--- config.mk ---
export PLATFORM = sky130hd
export DESIGN_NAME = rgb_led_chain_pwm_sender_flat
export DESIGN_NICKNAME = d
export VERILOG_FILES = /design/src/rtl/rgbled_pkg.sv /design/src/rtl/rgbled_stream_if.sv /design/src/rtl/rgb_led_chain_pwm_sender.sv /design/src/rtl/rgbled_ram.sv /design/src/flat_wrapper.sv
export SDC_FILE = /design/constraint.sdc
export NUM_CORES = 2
export LEC_CHECK = 0
export BUFFER_PORTS_ARGS = -buffer_cell sky130_fd_sc_hd__buf_2
export CAP_MARGIN = 20
export CORE_AREA = 2 2 446 448
export CTS_BUF_LIST = sky130_fd_sc_hd__clkbuf_8
export DETAILED_ROUTE_END_ITERATION = 7
export DIE_AREA = 0 0 448 450
export SLEW_MARGIN = 20
export SYNTH_ARGS = -nofsm -noshare
export SYNTH_HDL_FRONTEND = slang
export SYNTH_HIERARCHICAL = 1
export SYNTH_SLANG_ARGS = --single-unit
--- constraint.sdc ---
create_clock -name clk -period 15.2 [get_ports clk]
set_clock_uncertainty 0.15 [all_clocks]
set_input_delay 3.04 -clock clk [delete_from_list [all_inputs] [get_ports clk]]
set_output_delay 3.04 -clock clk [all_outputs]
set_load 0.03 [all_outputs]
--- src/rtl/rgbled_pkg.sv ---
`timescale 1ns / 1ps

package rgbled_pkg;

  localparam int unsigned MAX_LEDS_DEF    = 64;
  localparam int unsigned BITS_PER_LED    = 24;
  localparam int unsigned RESET_SLOTS_MAX = 255;

  localparam int unsigned CFG_IDX_W  = 3;
  localparam int unsigned CFG_DATA_W = 17;

  localparam int unsigned PERIOD_W = 17;
  localparam int unsigned DUTY_W   = 16;
  localparam int unsigned TICK_W   = 16;
  localparam int unsigned RSLOT_W  = 8;
  localparam int unsigned LEDCNT_W = 7;
  localparam int unsigned POS_W    = 5;
  localparam int unsigned PIXEL_W  = 24;

  localparam logic [PERIOD_W-1:0] PERIOD_MIN = PERIOD_W'(2);
  localparam logic [PERIOD_W-1:0] PERIOD_MAX = PERIOD_W'(65536);

  localparam logic [PERIOD_W-1:0] PERIOD_RST   = PERIOD_W'(60);
  localparam logic [DUTY_W-1:0]   ONE_HIGH_RST = DUTY_W'(34);
  localparam logic [DUTY_W-1:0]   ZERO_HIGH_RST = DUTY_W'(17);
  localparam logic [RSLOT_W-1:0]  RSLOTS_RST   = RSLOT_W'(40);
  localparam logic [LEDCNT_W-1:0] LEDCNT_RST   = LEDCNT_W'(1);

  typedef enum logic [1:0] {
    MODE_TICK  = 2'd0,
    MODE_WRITE = 2'd1,
    MODE_START = 2'd2
  } mode_t;

  typedef enum logic [CFG_IDX_W-1:0] {
    CFG_PERIOD    = 3'd0,
    CFG_ONE_HIGH  = 3'd1,
    CFG_ZERO_HIGH = 3'd2,
    CFG_RSLOTS    = 3'd3,
    CFG_LEDCNT    = 3'd4
  } cfg_reg_t;

  typedef struct packed {
    logic [1:0] mode;
    logic [5:0] pixel_index;
    logic [7:0] red;
    logic [7:0] green;
    logic [7:0] blue;
  } item_t;

  typedef struct packed {
    logic line_level;
    logic busy_res;
    logic frame_done;
  } result_t;

endpackage

--- src/rtl/rgbled_stream_if.sv ---
`timescale 1ns / 1ps

interface rgbled_stream_if #(
  parameter type payload_t = logic
) ();
  logic     valid;
  logic     ready;
  payload_t data;

  modport source (output valid, output data, input ready);
  modport sink (input valid, input data, output ready);
endinterface

--- src/rtl/rgb_led_chain_pwm_sender.sv ---
`timescale 1ns / 1ps

// One-wire RGB LED chain sender. Every transaction on items is one clock tick, a pixel
// write, a frame start or an unused mode that does nothing, and yields exactly one
// transaction on results that reports the line level, the busy flag and the frame-done
// pulse after that item. The block takes one transaction per clock cycle while results
// are taken and the memory is not being cleared; a taken item passes the registered read
// of the pixel memory and the output register before its result is valid. After reset the
// pixel memory is cleared one entry per cycle, so items is not ready until every entry
// is cleared; configuration writes are taken at once. Configuration must only be written
// while all results have been taken; a write acts at once, also on a frame being sent.
module rgb_led_chain_pwm_sender #(
  parameter int unsigned MAX_LEDS = rgbled_pkg::MAX_LEDS_DEF
) (
  input  logic                               clk,
  input  logic                               rst,
  rgbled_stream_if.sink                      items,
  rgbled_stream_if.source                    results,
  input  logic                               cfg_we,
  input  logic [rgbled_pkg::CFG_IDX_W-1:0]   cfg_index,
  input  logic [rgbled_pkg::CFG_DATA_W-1:0]  cfg_data
);

  import rgbled_pkg::*;

  localparam int unsigned ADDR_W     = (MAX_LEDS > 1) ? $clog2(MAX_LEDS) : 1;
  localparam int unsigned LEDC_W     = $clog2(MAX_LEDS + 1);
  localparam int unsigned SLOT_W     = $clog2(RESET_SLOTS_MAX + MAX_LEDS * BITS_PER_LED + 1);
  localparam int unsigned PROD_W     = SLOT_W + 5;
  localparam int unsigned LED_SEL_W  = SLOT_W - 4;
  localparam int unsigned DIV3_MUL   = 171;
  localparam int unsigned DIV3_SHIFT = 9;

  logic [PERIOD_W-1:0] period_ticks;
  logic [DUTY_W-1:0]   one_high_ticks;
  logic [DUTY_W-1:0]   zero_high_ticks;
  logic [RSLOT_W-1:0]  reset_slots;
  logic [LEDCNT_W-1:0] led_total;

  logic                sending, sending_next;
  logic [SLOT_W-1:0]   slot_counter, slot_counter_next;
  logic [TICK_W-1:0]   tick_counter, tick_counter_next;
  logic                done_next;

  logic                clr_active;
  logic [ADDR_W-1:0]   clr_addr;

  logic                s1_valid;
  logic                s1_data;
  logic                s1_busy;
  logic                s1_done;
  logic [TICK_W-1:0]   s1_tick;
  logic [POS_W-1:0]    s1_pos;

  logic                out_valid;
  result_t             out_reg;
  result_t             s1_result;

  logic [PERIOD_W-1:0] eff_period;
  logic [LEDC_W-1:0]   eff_leds;
  logic [SLOT_W-1:0]   frame_slots;
  logic [SLOT_W-1:0]   rslots_ext;
  logic [PERIOD_W-1:0] tick_inc;
  logic [SLOT_W-1:0]   slot_inc;

  logic [SLOT_W-1:0]    data_slot;
  logic [PROD_W-1:0]    led_prod;
  logic [LED_SEL_W-1:0] led_sel;
  logic [POS_W-1:0]     pos_sel;
  logic                 in_data;

  logic                out_load;
  logic                accept;
  mode_t               mode;
  logic [10:0]         idx_ext;
  logic                pix_write;

  logic                ram_we;
  logic [ADDR_W-1:0]   ram_waddr;
  logic [PIXEL_W-1:0]  ram_wdata;
  logic [PIXEL_W-1:0]  ram_q;
  logic                pix_bit;
  logic [DUTY_W-1:0]   duty;

  always_ff @(posedge clk) begin
    if (rst) begin
      period_ticks    <= PERIOD_RST;
      one_high_ticks  <= ONE_HIGH_RST;
      zero_high_ticks <= ZERO_HIGH_RST;
      reset_slots     <= RSLOTS_RST;
      led_total       <= LEDCNT_RST;
    end else if (cfg_we) begin
      case (cfg_index)
        CFG_PERIOD:    period_ticks    <= cfg_data[PERIOD_W-1:0];
        CFG_ONE_HIGH:  one_high_ticks  <= cfg_data[DUTY_W-1:0];
        CFG_ZERO_HIGH: zero_high_ticks <= cfg_data[DUTY_W-1:0];
        CFG_RSLOTS:    reset_slots     <= cfg_data[RSLOT_W-1:0];
        CFG_LEDCNT:    led_total       <= cfg_data[LEDCNT_W-1:0];
        default: ;
      endcase
    end
  end

  always_comb begin
    if (period_ticks < PERIOD_MIN) begin
      eff_period = PERIOD_MIN;
    end else if (period_ticks > PERIOD_MAX) begin
      eff_period = PERIOD_MAX;
    end else begin
      eff_period = period_ticks;
    end
    if (led_total == '0) begin
      eff_leds = LEDC_W'(1);
    end else if (32'(led_total) > MAX_LEDS) begin
      eff_leds = LEDC_W'(MAX_LEDS);
    end else begin
      eff_leds = LEDC_W'(led_total);
    end
  end

  assign rslots_ext  = SLOT_W'(reset_slots);
  assign frame_slots = rslots_ext + (SLOT_W'(eff_leds) << 4) + (SLOT_W'(eff_leds) << 3);
  assign tick_inc    = PERIOD_W'(tick_counter) + PERIOD_W'(1);
  assign slot_inc    = slot_counter + SLOT_W'(1);

  assign out_load    = s1_valid && (!out_valid || results.ready);
  assign items.ready = !clr_active && (!s1_valid || out_load);
  assign accept      = items.valid && items.ready;
  assign mode        = mode_t'(items.data.mode);
  assign idx_ext     = {5'b0, items.data.pixel_index};
  assign pix_write   = accept && (mode == MODE_WRITE) && !sending &&
                       (32'(idx_ext) < MAX_LEDS);

  always_comb begin
    sending_next      = sending;
    slot_counter_next = slot_counter;
    tick_counter_next = tick_counter;
    done_next         = 1'b0;
    if (accept) begin
      case (mode)
        MODE_TICK: begin
          if (sending) begin
            tick_counter_next = tick_inc[TICK_W-1:0];
            if (tick_inc >= eff_period) begin
              tick_counter_next = '0;
              slot_counter_next = slot_inc;
              if (slot_inc >= frame_slots) begin
                sending_next      = 1'b0;
                slot_counter_next = '0;
                done_next         = 1'b1;
              end
            end
          end
        end
        MODE_START: begin
          if (!sending) begin
            sending_next      = 1'b1;
            slot_counter_next = '0;
            tick_counter_next = '0;
          end
        end
        default: ;
      endcase
    end
  end

  // The LED is the data slot divided by 24: a shift by three, then a division by three
  // as a product by 171 over 512, which is exact for every slot a frame can reach.
  assign data_slot = slot_counter_next - rslots_ext;
  assign led_prod  = PROD_W'(data_slot[SLOT_W-1:3]) * PROD_W'(DIV3_MUL);
  assign led_sel   = led_prod[PROD_W-1:DIV3_SHIFT];
  assign pos_sel   = data_slot[POS_W-1:0] -
                     ((POS_W'(led_sel) << 4) + (POS_W'(led_sel) << 3));
  assign in_data   = sending_next && (slot_counter_next >= rslots_ext) &&
                     (SLOT_W'(led_sel) < SLOT_W'(eff_leds));

  always_ff @(posedge clk) begin
    if (rst) begin
      sending      <= 1'b0;
      slot_counter <= '0;
      tick_counter <= '0;
    end else begin
      sending      <= sending_next;
      slot_counter <= slot_counter_next;
      tick_counter <= tick_counter_next;
    end
  end

  always_ff @(posedge clk) begin
    if (rst) begin
      clr_active <= 1'b1;
      clr_addr   <= '0;
    end else if (clr_active) begin
      clr_addr <= clr_addr + ADDR_W'(1);
      if (clr_addr == ADDR_W'(MAX_LEDS - 1)) begin
        clr_active <= 1'b0;
      end
    end
  end

  assign ram_we    = clr_active || pix_write;
  assign ram_waddr = clr_active ? clr_addr : idx_ext[ADDR_W-1:0];
  assign ram_wdata = clr_active ? '0 :
                     {items.data.green, items.data.red, items.data.blue};

  rgbled_ram #(
    .WIDTH (PIXEL_W),
    .DEPTH (MAX_LEDS)
  ) u_pixel_ram (
    .clk   (clk),
    .we    (ram_we),
    .waddr (ram_waddr),
    .wdata (ram_wdata),
    .re    (accept),
    .raddr (led_sel[ADDR_W-1:0]),
    .rdata (ram_q)
  );

  always_ff @(posedge clk) begin
    if (rst) begin
      s1_valid <= 1'b0;
    end else if (accept) begin
      s1_valid <= 1'b1;
    end else if (out_load) begin
      s1_valid <= 1'b0;
    end
  end

  always_ff @(posedge clk) begin
    if (accept) begin
      s1_data <= in_data;
      s1_busy <= sending_next;
      s1_done <= done_next;
      s1_tick <= tick_counter_next;
      s1_pos  <= pos_sel;
    end
  end

  assign pix_bit = ram_q[POS_W'(BITS_PER_LED - 1) - s1_pos];
  assign duty    = pix_bit ? one_high_ticks : zero_high_ticks;

  always_comb begin
    s1_result.line_level = s1_data && (s1_tick < duty);
    s1_result.busy_res   = s1_busy;
    s1_result.frame_done = s1_done;
  end

  always_ff @(posedge clk) begin
    if (rst) begin
      out_valid <= 1'b0;
    end else if (out_load) begin
      out_valid <= 1'b1;
    end else if (results.ready) begin
      out_valid <= 1'b0;
    end
  end

  always_ff @(posedge clk) begin
    if (out_load) begin
      out_reg <= s1_result;
    end
  end

  assign results.valid = out_valid;
  assign results.data  = out_reg;

  a_no_accept_while_clearing: assert property (@(posedge clk) disable iff (rst)
    clr_active |-> !items.ready)
    else $error("item taken during memory clear");

  a_no_pixel_write_while_sending: assert property (@(posedge clk) disable iff (rst)
    (ram_we && !clr_active) |-> !sending)
    else $error("pixel memory written during a frame");

  a_idle_slot_zero: assert property (@(posedge clk) disable iff (rst)
    !sending |-> (slot_counter == '0))
    else $error("slot counter not cleared while idle");

  a_done_ends_busy: assert property (@(posedge clk) disable iff (rst)
    (s1_valid && s1_done) |-> !s1_busy)
    else $error("frame end reported while still busy");

endmodule

--- src/rtl/rgbled_ram.sv ---
`timescale 1ns / 1ps

module rgbled_ram #(
  parameter int unsigned WIDTH = 24,
  parameter int unsigned DEPTH = 64,
  localparam int unsigned AW = (DEPTH > 1) ? $clog2(DEPTH) : 1
) (
  input  logic             clk,
  input  logic             we,
  input  logic [AW-1:0]    waddr,
  input  logic [WIDTH-1:0] wdata,
  input  logic             re,
  input  logic [AW-1:0]    raddr,
  output logic [WIDTH-1:0] rdata
);

  logic [WIDTH-1:0] mem [DEPTH];

  always_ff @(posedge clk) begin
    if (we) begin
      mem[waddr] <= wdata;
    end
    if (re) begin
      rdata <= mem[raddr];
    end
  end

endmodule

--- src/flat_wrapper.sv ---
// flat-port wrapper written by rule: the top's interface ports become plain ports
module rgb_led_chain_pwm_sender_flat import rgbled_pkg::*;
#(
  parameter int unsigned MAX_LEDS = rgbled_pkg::MAX_LEDS_DEF
)
  (clk, rst, cfg_we, cfg_index, cfg_data, items_valid, items_data, items_ready, results_valid, results_data, results_ready);
  rgbled_stream_if #(.payload_t(item_t)) items_i ();
  rgbled_stream_if #(.payload_t(result_t)) results_i ();
  input  logic clk;
  input  logic rst;
  input  logic cfg_we;
  input  logic [rgbled_pkg::CFG_IDX_W-1:0] cfg_index;
  input  logic [rgbled_pkg::CFG_DATA_W-1:0] cfg_data;
  input wire logic [$bits(items_i.valid)-1:0] items_valid;
  input wire logic [$bits(items_i.data)-1:0] items_data;
  output wire logic [$bits(items_i.ready)-1:0] items_ready;
  output wire logic [$bits(results_i.valid)-1:0] results_valid;
  output wire logic [$bits(results_i.data)-1:0] results_data;
  input wire logic [$bits(results_i.ready)-1:0] results_ready;
  assign items_i.valid = items_valid;
  assign items_i.data = items_data;
  assign items_ready = items_i.ready;
  assign results_valid = results_i.valid;
  assign results_data = results_i.data;
  assign results_i.ready = results_ready;
  rgb_led_chain_pwm_sender #(.MAX_LEDS(MAX_LEDS)) u_core (.clk(clk), .rst(rst), .items(items_i), .results(results_i), .cfg_we(cfg_we), .cfg_index(cfg_index), .cfg_data(cfg_data));
endmodule
=== Word level (Yosys, flattened, before mapping) ===
Memory sizes are Yosys's and may differ from the RTL's. A register that Yosys moved wholly into a read port is not among the register bits.
Cells that the tools add are included.
Widths: inputs -> output; s select.

* Register bits: 128
* Bits in writable memories: 1,536
* Input bits: 57
* Output and inout port bits: 5
* Logic and storage cells: 109
* Memories: 1

* Add/sub/neg operators: 9
* $mul: 1
* $lt $le $gt $ge: 10
* Equal/unequal tests: 7
* Mux-type cells: 34
* Reductions and logical operators: 27

{| class="wikitable"
|+ Memory list
! memory !! words !! bits a word !! read ports !! clocked after memory_dff !! wr ports !! RTL line !! RTL
|-
| u_core.u_pixel_ram.mem || 64 || 24 || 1 || 1 || 1 || rgbled_ram.sv:17 || <nowiki>logic [WIDTH-1:0] mem [DEPTH];</nowiki>
|}

{| class="wikitable"
|+ Operator list
! cell !! count
|-
| $mux 16 || 5
|-
| $mux 11 || 5
|-
| $mux 17 || 2
|-
| $pmux 16 s2 || 1
|-
| $mux 24 || 1
|-
| $pmux 11 s2 || 1
|-
| $add 16x1->17 const B || 1
|-
| $ge 17x17->1 || 1
|-
| $gt 17x17->1 const B || 1
|-
| $lt 17x2->1 const B || 1
|-
| $lt 16x16->1 || 1
|-
| $mul 8x8->16 const B || 1
|-
| $mux 1 || 14
|-
| $mux 7 || 2
|-
| $add 11x1->11 const B || 1
|-
| $add 11x10->11 || 1
|-
| $add 8x11->11 || 1
|-
| $ge 11x11->1 || 1
|-
| $ge 11x8->1 || 1
|-
| $sub 11x8->11 || 1
|-
| $reduce_and 2->1 || 5
|-
| $logic_and 1x1->1 || 9
|-
| $gt 7x7->1 const B || 1
|-
| $logic_not 7->1 || 1
|-
| 22 further kinds || 29
|}

=== Longest topological paths before layout ===
* Word-level depth: 15
* Mapped depth: 51
* Mapped depth without buffers: 47

=== By module ===
The synthesis kept the hierarchy.

{| class="wikitable"
|+ By module, submodules not included
! module !! times used !! cells each !! area each (sq um) !! seq. area each (sq um)
|-
| rgbled_ram || 1 || 2,610 || 59,535.8 || 46,844.9
|-
| rgb_led_chain_pwm_sender || 1 || 1,037 || 9,002.4 || 2,832.7
|}

=== Least setup slack after synthesis ===
No wires, ideal clock.

* Path kind: input-to-reg
* From: input results_ready
* To: register u_core.u_pixel_ram.rdata[18], read port of u_core.u_pixel_ram.mem, data pin
* Library setup time: 0.262 ns
* Arrival: 11.744 ns
* Data required time: 14.788 ns
* Slack: 3.045 ns
* Stages on the path: 33
* Buffers on the path: 2
* Path through: and3b_2 nor3b_4 and3_1 o31a_1 nand2b_1 or3_1 a21oi_1 ha_1 a21oi_1 a21oi_1 nor2_1 nor2_1 nor2_1 xnor2_1 ha_1 fa_1 inv_1 fa_1 inv_1 fa_1 ha_1 a21oi_1 or4b_1 a31o_2 a21oi_1 xnor2_1 buf_1 buf_1 mux4_2 nand2_1 nand2_1 o22ai_1 o21ai_0

* Word-level cells in the longest chain between the ends: 8

{| class="wikitable"
|+ Ends and longest elaborated chain
! what !! RTL line !! RTL
|-
| start: declaration || flat_wrapper.sv:19 || <nowiki>input wire logic [$bits(results_i.ready)-1:0] results_ready;</nowiki>
|-
| $logic_or 1x1->1 || rgb_led_chain_pwm_sender.sv:126 || <nowiki>assign out_load = s1_valid && (!out_valid || results.ready);</nowiki>
|-
| $logic_and 1x1->1 || rgb_led_chain_pwm_sender.sv:126 ||
|-
| $logic_or 1x1->1 || rgb_led_chain_pwm_sender.sv:127 || <nowiki>assign items.ready = !clr_active && (!s1_valid || out_load);</nowiki>
|-
| $logic_and 1x1->1 || rgb_led_chain_pwm_sender.sv:127 ||
|-
| $logic_and 1x1->1 || rgb_led_chain_pwm_sender.sv:128 || <nowiki>assign accept = items.valid && items.ready;</nowiki>
|-
| via u_core.accept || rgb_led_chain_pwm_sender.sv:73 || <nowiki>logic accept;</nowiki>
|-
| $mux 11 || rgb_led_chain_pwm_sender.sv:139 || <nowiki>if (accept) begin</nowiki>
|-
| via u_core.slot_counter_next[3] || rgb_led_chain_pwm_sender.sv:41 || <nowiki>logic [SLOT_W-1:0] slot_counter, slot_counter_next;</nowiki>
|-
| $sub 11x8->11 || rgb_led_chain_pwm_sender.sv:169 || <nowiki>assign data_slot = slot_counter_next - rslots_ext;</nowiki>
|-
| $mul 8x8->16 || rgb_led_chain_pwm_sender.sv:170 || <nowiki>assign led_prod = PROD_W'(data_slot[SLOT_W-1:3]) * PROD_W'(DIV3_MUL);</nowiki>
|-
| via u_core.led_prod[12] || rgb_led_chain_pwm_sender.sv:67 || <nowiki>logic [PROD_W-1:0] led_prod;</nowiki>
|-
| end: declaration || rgbled_ram.sv:14 || <nowiki>output logic [WIDTH-1:0] rdata</nowiki>
|}

The timed path passes the listed nets, and every way through them passes these cells.
A chain may end at the register's enable or synchronous reset.

=== Worst setup path in the final report ===
* From: register u_core.led_total[1]
* To: register u_core.u_pixel_ram.rdata[11], read port of u_core.u_pixel_ram.mem, data pin

* Word-level cells in the longest chain between the ends: 13
* Elaborated cells between the ends (all ways): 14
* Classes of those cells: add/sub: 3; mul: 1; order compare: 2; mux: 7; reduce/logical: 1

{| class="wikitable"
|+ Ends and longest elaborated chain
! what !! RTL line !! RTL
|-
| start: declaration || rgb_led_chain_pwm_sender.sv:38 || <nowiki>logic [LEDCNT_W-1:0] led_total;</nowiki>
|-
| start signal: assignment || rgb_led_chain_pwm_sender.sv:98 || <nowiki>CFG_LEDCNT: led_total <= cfg_data[LEDCNT_W-1:0];</nowiki>
|-
| $gt 7x7->1 || rgb_led_chain_pwm_sender.sv:114 || <nowiki>end else if (32'(led_total) > MAX_LEDS) begin</nowiki>
|-
| $mux 7 || rgb_led_chain_pwm_sender.sv:114 ||
|-
| $mux 7 * || rgb_led_chain_pwm_sender.sv:112 || <nowiki>if (led_total == '0) begin</nowiki>
|-
| $add 8x11->11 || rgb_led_chain_pwm_sender.sv:122 || <nowiki>assign frame_slots = rslots_ext + (SLOT_W'(eff_leds) << 4) + (SLOT_W'(eff_leds) << 3);</nowiki>
|-
| $add 11x10->11 * || rgb_led_chain_pwm_sender.sv:122 ||
|-
| $ge 11x11->1 * || rgb_led_chain_pwm_sender.sv:147 || <nowiki>if (slot_inc >= frame_slots) begin</nowiki>
|-
| $mux 11 * || rgb_led_chain_pwm_sender.sv:147 ||
|-
| $mux 11 * || rgb_led_chain_pwm_sender.sv:144 || <nowiki>if (tick_inc >= eff_period) begin</nowiki>
|-
| $mux 11 * || rgb_led_chain_pwm_sender.sv:142 || <nowiki>if (sending) begin</nowiki>
|-
| $pmux 11 s2 * || rgb_led_chain_pwm_sender.sv:140 || <nowiki>case (mode)</nowiki>
|-
| $mux 11 * || rgb_led_chain_pwm_sender.sv:139 ||
|-
| $sub 11x8->11 * || rgb_led_chain_pwm_sender.sv:169 ||
|-
| $mul 8x8->16 * || rgb_led_chain_pwm_sender.sv:170 ||
|-
| via u_core.led_prod[13] || rgb_led_chain_pwm_sender.sv:67 ||
|}

Mark *: on every way through the listed nets, which the timed path passes. The rest lies on a longest branch.

==> key figures <==
Placed design
  – GP Congestion: 0.8808
  – Placed Cells: 6,284
  – Dpl hpwl: 103.0 mm
  – Input/output buffers: 61

Clock tree
  – Cts repair resizes: 0
  – Clock buffer depth: 4
  – Number of CTS-inserted buffers: 297
  – Worst-Skew Late Latency: 1.03 ns
  – Root buf cell: clkbuf_8
  – Clock slew at reported path FFs: 0.07 ns
  – CTS tree: done
  – Setup Buffers After CTS: 0
  – Cts-stage hold buffer count: 0
  – H-tree Lvls: 5
  – Sink Count: 1,688

Critical path
  – Worst r2r src: u_core/led_total[1]$_SDFFE_PP0P_
  – Worst setup EP type: flip-flop
  – Worst Path Max Fanout: 27
  – Worst setup startpoint: u_core/led_total[1]$_SDFFE_PP0P_
  – End of the worst register-to-register path: u_core/u_pixel_ram/rdata[11]$_DFFE_PP_
  – Flop-to-flop setup slack: 2.32 ns
  – Crit path top cell by count: a21oi_1
  – R2R depth: 45
  – Crit-path max cell delay: 0.86 ns
  – CP Data Required Time: 15.87 ns
  – CP Launch Type: flip-flop
  – Type of the worst setup path: flip-flop to flip-flop
  – CP max stage cell: nor2_2
  – Worst endpoint data arrival time: 13.55 ns

Routing
  – Vias per inst: 5.346
  – WL per Instance: 26.11 µm
  – Drt total wl: 177.3 mm
  – Drt first pass iters: 7
  – Final ANT Viol Nets: 0
  – 1st-iter DRT viols: 4,015
  – Routed via count: 36,310
  – Remaining DRCs: 0

Synth
  – Top cells by count, synth: 1,587 x edfxtp_1, 359 x mux4_2, 216 x nand2_1, 136 x nor2_1, 120 x mux2i_1
  – Post-synthesis adder-cell area fraction: 0.02552
  – Number of enable flip-flop cells after synthesis: 1,587
  – Post-synth cell types: 74
  – Post-Synth Simple-Gate Area: 0.04155
  – Seq/Total Area, Yosys: 0.7248
  – Main synth FF type: edfxtp_1
  – Mean post-synth cell area: 18.79 µm²
  – Main combinational cell family by area after synthesis: multiplexers
  – Ys Warns: 6
  – Synth area leader: edfxtp_1
  – Share of the synthesized area in the top cell type: 0.6953
  – Post-Syn Instances: 3,647
  – Synth async-reset ratio: 0
  – XOR/XNOR share of the synthesized area: 0.006517
  – Most common cell in the netlist: edfxtp_1
  – Compound-cell area share of the yosys netlist: 0.03766
  – Cell Area, Synth: 0.06854 mm²
  – Top post-synthesis cells by area: edfxtp_1 70%, mux4_2 12%, dfxtp_1 3.0%
  – Yosys reg bits: 1,688
  – Synth Net Count: 3,833
  – Post-synthesis mux area share: 0.1467

Finish
  – Nets: 4,129
  – Fraction of layout cells with a size suffix above 1: 0.2582
  – Area grow syn2layout: 13.66%
  – Finished Layout Cells: 6,791

STA
  – Max-slew violation count: 0
  – FMAX: 77.65 MHz
  – Setup Viol. Count Final: 0
  – Final min period: 12.88 ns
  – Worst Tran Pin Value: 1.020 ns
  – RSZ-0062 raised after global routing: false
  – Setup_tns: 0 ns
  – Worst slew margin: 0.3195
  – Period utilization: 0.8473
  – Final hold violation count: 0

Power and ir drop
  – LEAKAGE: 25.95 nW
  – Worst vdd ir: 0.0002881 V
  – PwrDens: 201.2 mW/mm²

Global routing
  – Overall routing resource usage: 0.1742
  – Vias in the first global route: 36,220
  – Antenna violations before repair: 9
  – Global-route wire length before repair: 255.2 mm
  – GRT Residual Overflow: 0
  – Largest net degree at the start of global routing: 116

Outcome
  – Outcome: completed

Floorplan
  – I/O Pins: 62
  – Die Y-Extent: 450 µm
  – Width of the die: 448 µm
  – Die Area: 0.2016 mm²
  – Cell Rows: 163
  – Starting Density: 0.3486
  – Core footprint: 0.1966 mm²

Hold path
  – WHS Endpoint: u_core/results.data[1]$_DFFE_PP_
  – Hold Path Cell Cnt: 0
  – Worst hold path startpoint: u_core/s1_busy$_DFFE_PP_
  – Tightest Hold Check Type: flip-flop to flip-flop

Flow run
  – Max cap viols: 0
## metal layers
layer	vias to the layer above	routed length [µm]	GRT usage
li1	15380	-	-
met1	19040	74720	0.2428
met2	1560	82250	0.2697
met3	317	15020	0.03961
met4	4	5296	0.05740
met5	-	34	0
## cells in the final DEF (no fill, tap or decap), types with 63 or more instances in the layout
master,count
edfxtp_1,1587
ha_1,111
mux2i_1,120
clkbuf_8,306
a21oi_1,117
dfxtp_1,100
mux4_2,359
nand2_1,216
buf_4,106
nor2_1,70
inv_1,149
nor2_2,63
## state kept, by name, summed over array words and instances, names as in the netlist, 7 cells and up
| signal | count |
|---|---|
| u_core/zero_high_ticks | 16 |
| u_core/one_high_ticks | 16 |
| u_core/s1_tick | 16 |
| u_core/reset_slots | 8 |
| u_core/u_pixel_ram/mem | 1536 |
| u_core/tick_counter | 16 |
| u_core/period_ticks | 17 |
| u_core/slot_counter | 11 |
| u_core/led_total | 7 |
| u_core/u_pixel_ram/rdata | 24 |
## logic make-up after synthesis
| logic type | after synthesis |
|---|---|
| AO/OA/AOI/OAI | 394 |
| XOR/XNOR | 51 |
| adder cells (fa/ha/maj) | 129 |
| buffers and inverters | 248 |
| flip-flops | 1688 |
| multiplexers | 543 |
| AND/OR/NAND/NOR | 594 |
## power breakdown
| part | internal, mW | switching (mW) |
|---|---|---|
| clock | 1.97 | 1.79 |
| combinational | 3.00 | 3.81 |
| sequential | 5.09 | 0.00884 |
## how the worst max path moves through the flow
stage	to	depth (start not counted)
2_1_floorplan	u_core/u_pixel_ram/rdata[18]$_DFFE_PP_	33
3_3_place_gp	u_core/u_pixel_ram/rdata[7]$_DFFE_PP_	32
3_5_place_dp	u_core/u_pixel_ram/rdata[7]$_DFFE_PP_	32
4_1_cts	u_core/u_pixel_ram/rdata[11]$_DFFE_PP_	45
5_1_grt	u_core/u_pixel_ram/rdata[10]$_DFFE_PP_	47
6_report	u_core/u_pixel_ram/rdata[11]$_DFFE_PP_	45
## area by class of cell
cell class / instances / area (µm²)
sequential: 1688 / 49680
timing repair buffer: 178 / 1328
tap: 2640 / 3303
clock buffer: 306 / 4212
multi-input combinational: 1711 / 18120
clock inverter: 191 / 974.7
inverter: 67 / 251.5
antenna: 10 / 25.02
fill: 17730 / 118700
## worst max-delay path: cells and delay by family (launching register included)
family / cells / cell delay (ns)
compound gates: 15 / 3.89
simple gates: 10 / 2.56
flops: 1 / 0.34
xor+xnor: 3 / 0.90
fa+ha+maj: 11 / 3.98
buf+inv: 6 / 0.83
## stage by stage
stage / instance area (µm²) / utilization / power, mW / setup slack, ns / hold WS, ns
2_1_floorplan: 68540 / - / 10.01 / 3.045 / 0.2503
3_3_place_gp: 72670 / 0.3696 / 12.00 / 1.143 / 0.2536
3_5_place_dp: 72680 / 0.3697 / 12.00 / 1.576 / 0.2769
4_1_cts: 77870 / 0.3961 / 15.78 / 2.369 / 0.2926
5_1_grt: 77890 / 0.3962 / 16.34 / 1.681 / 0.3211
6_report: 77900 / 0.3962 / 15.68 / 2.321 / 0.2937
No activity file was read; power rests on OpenSTA's default activity.
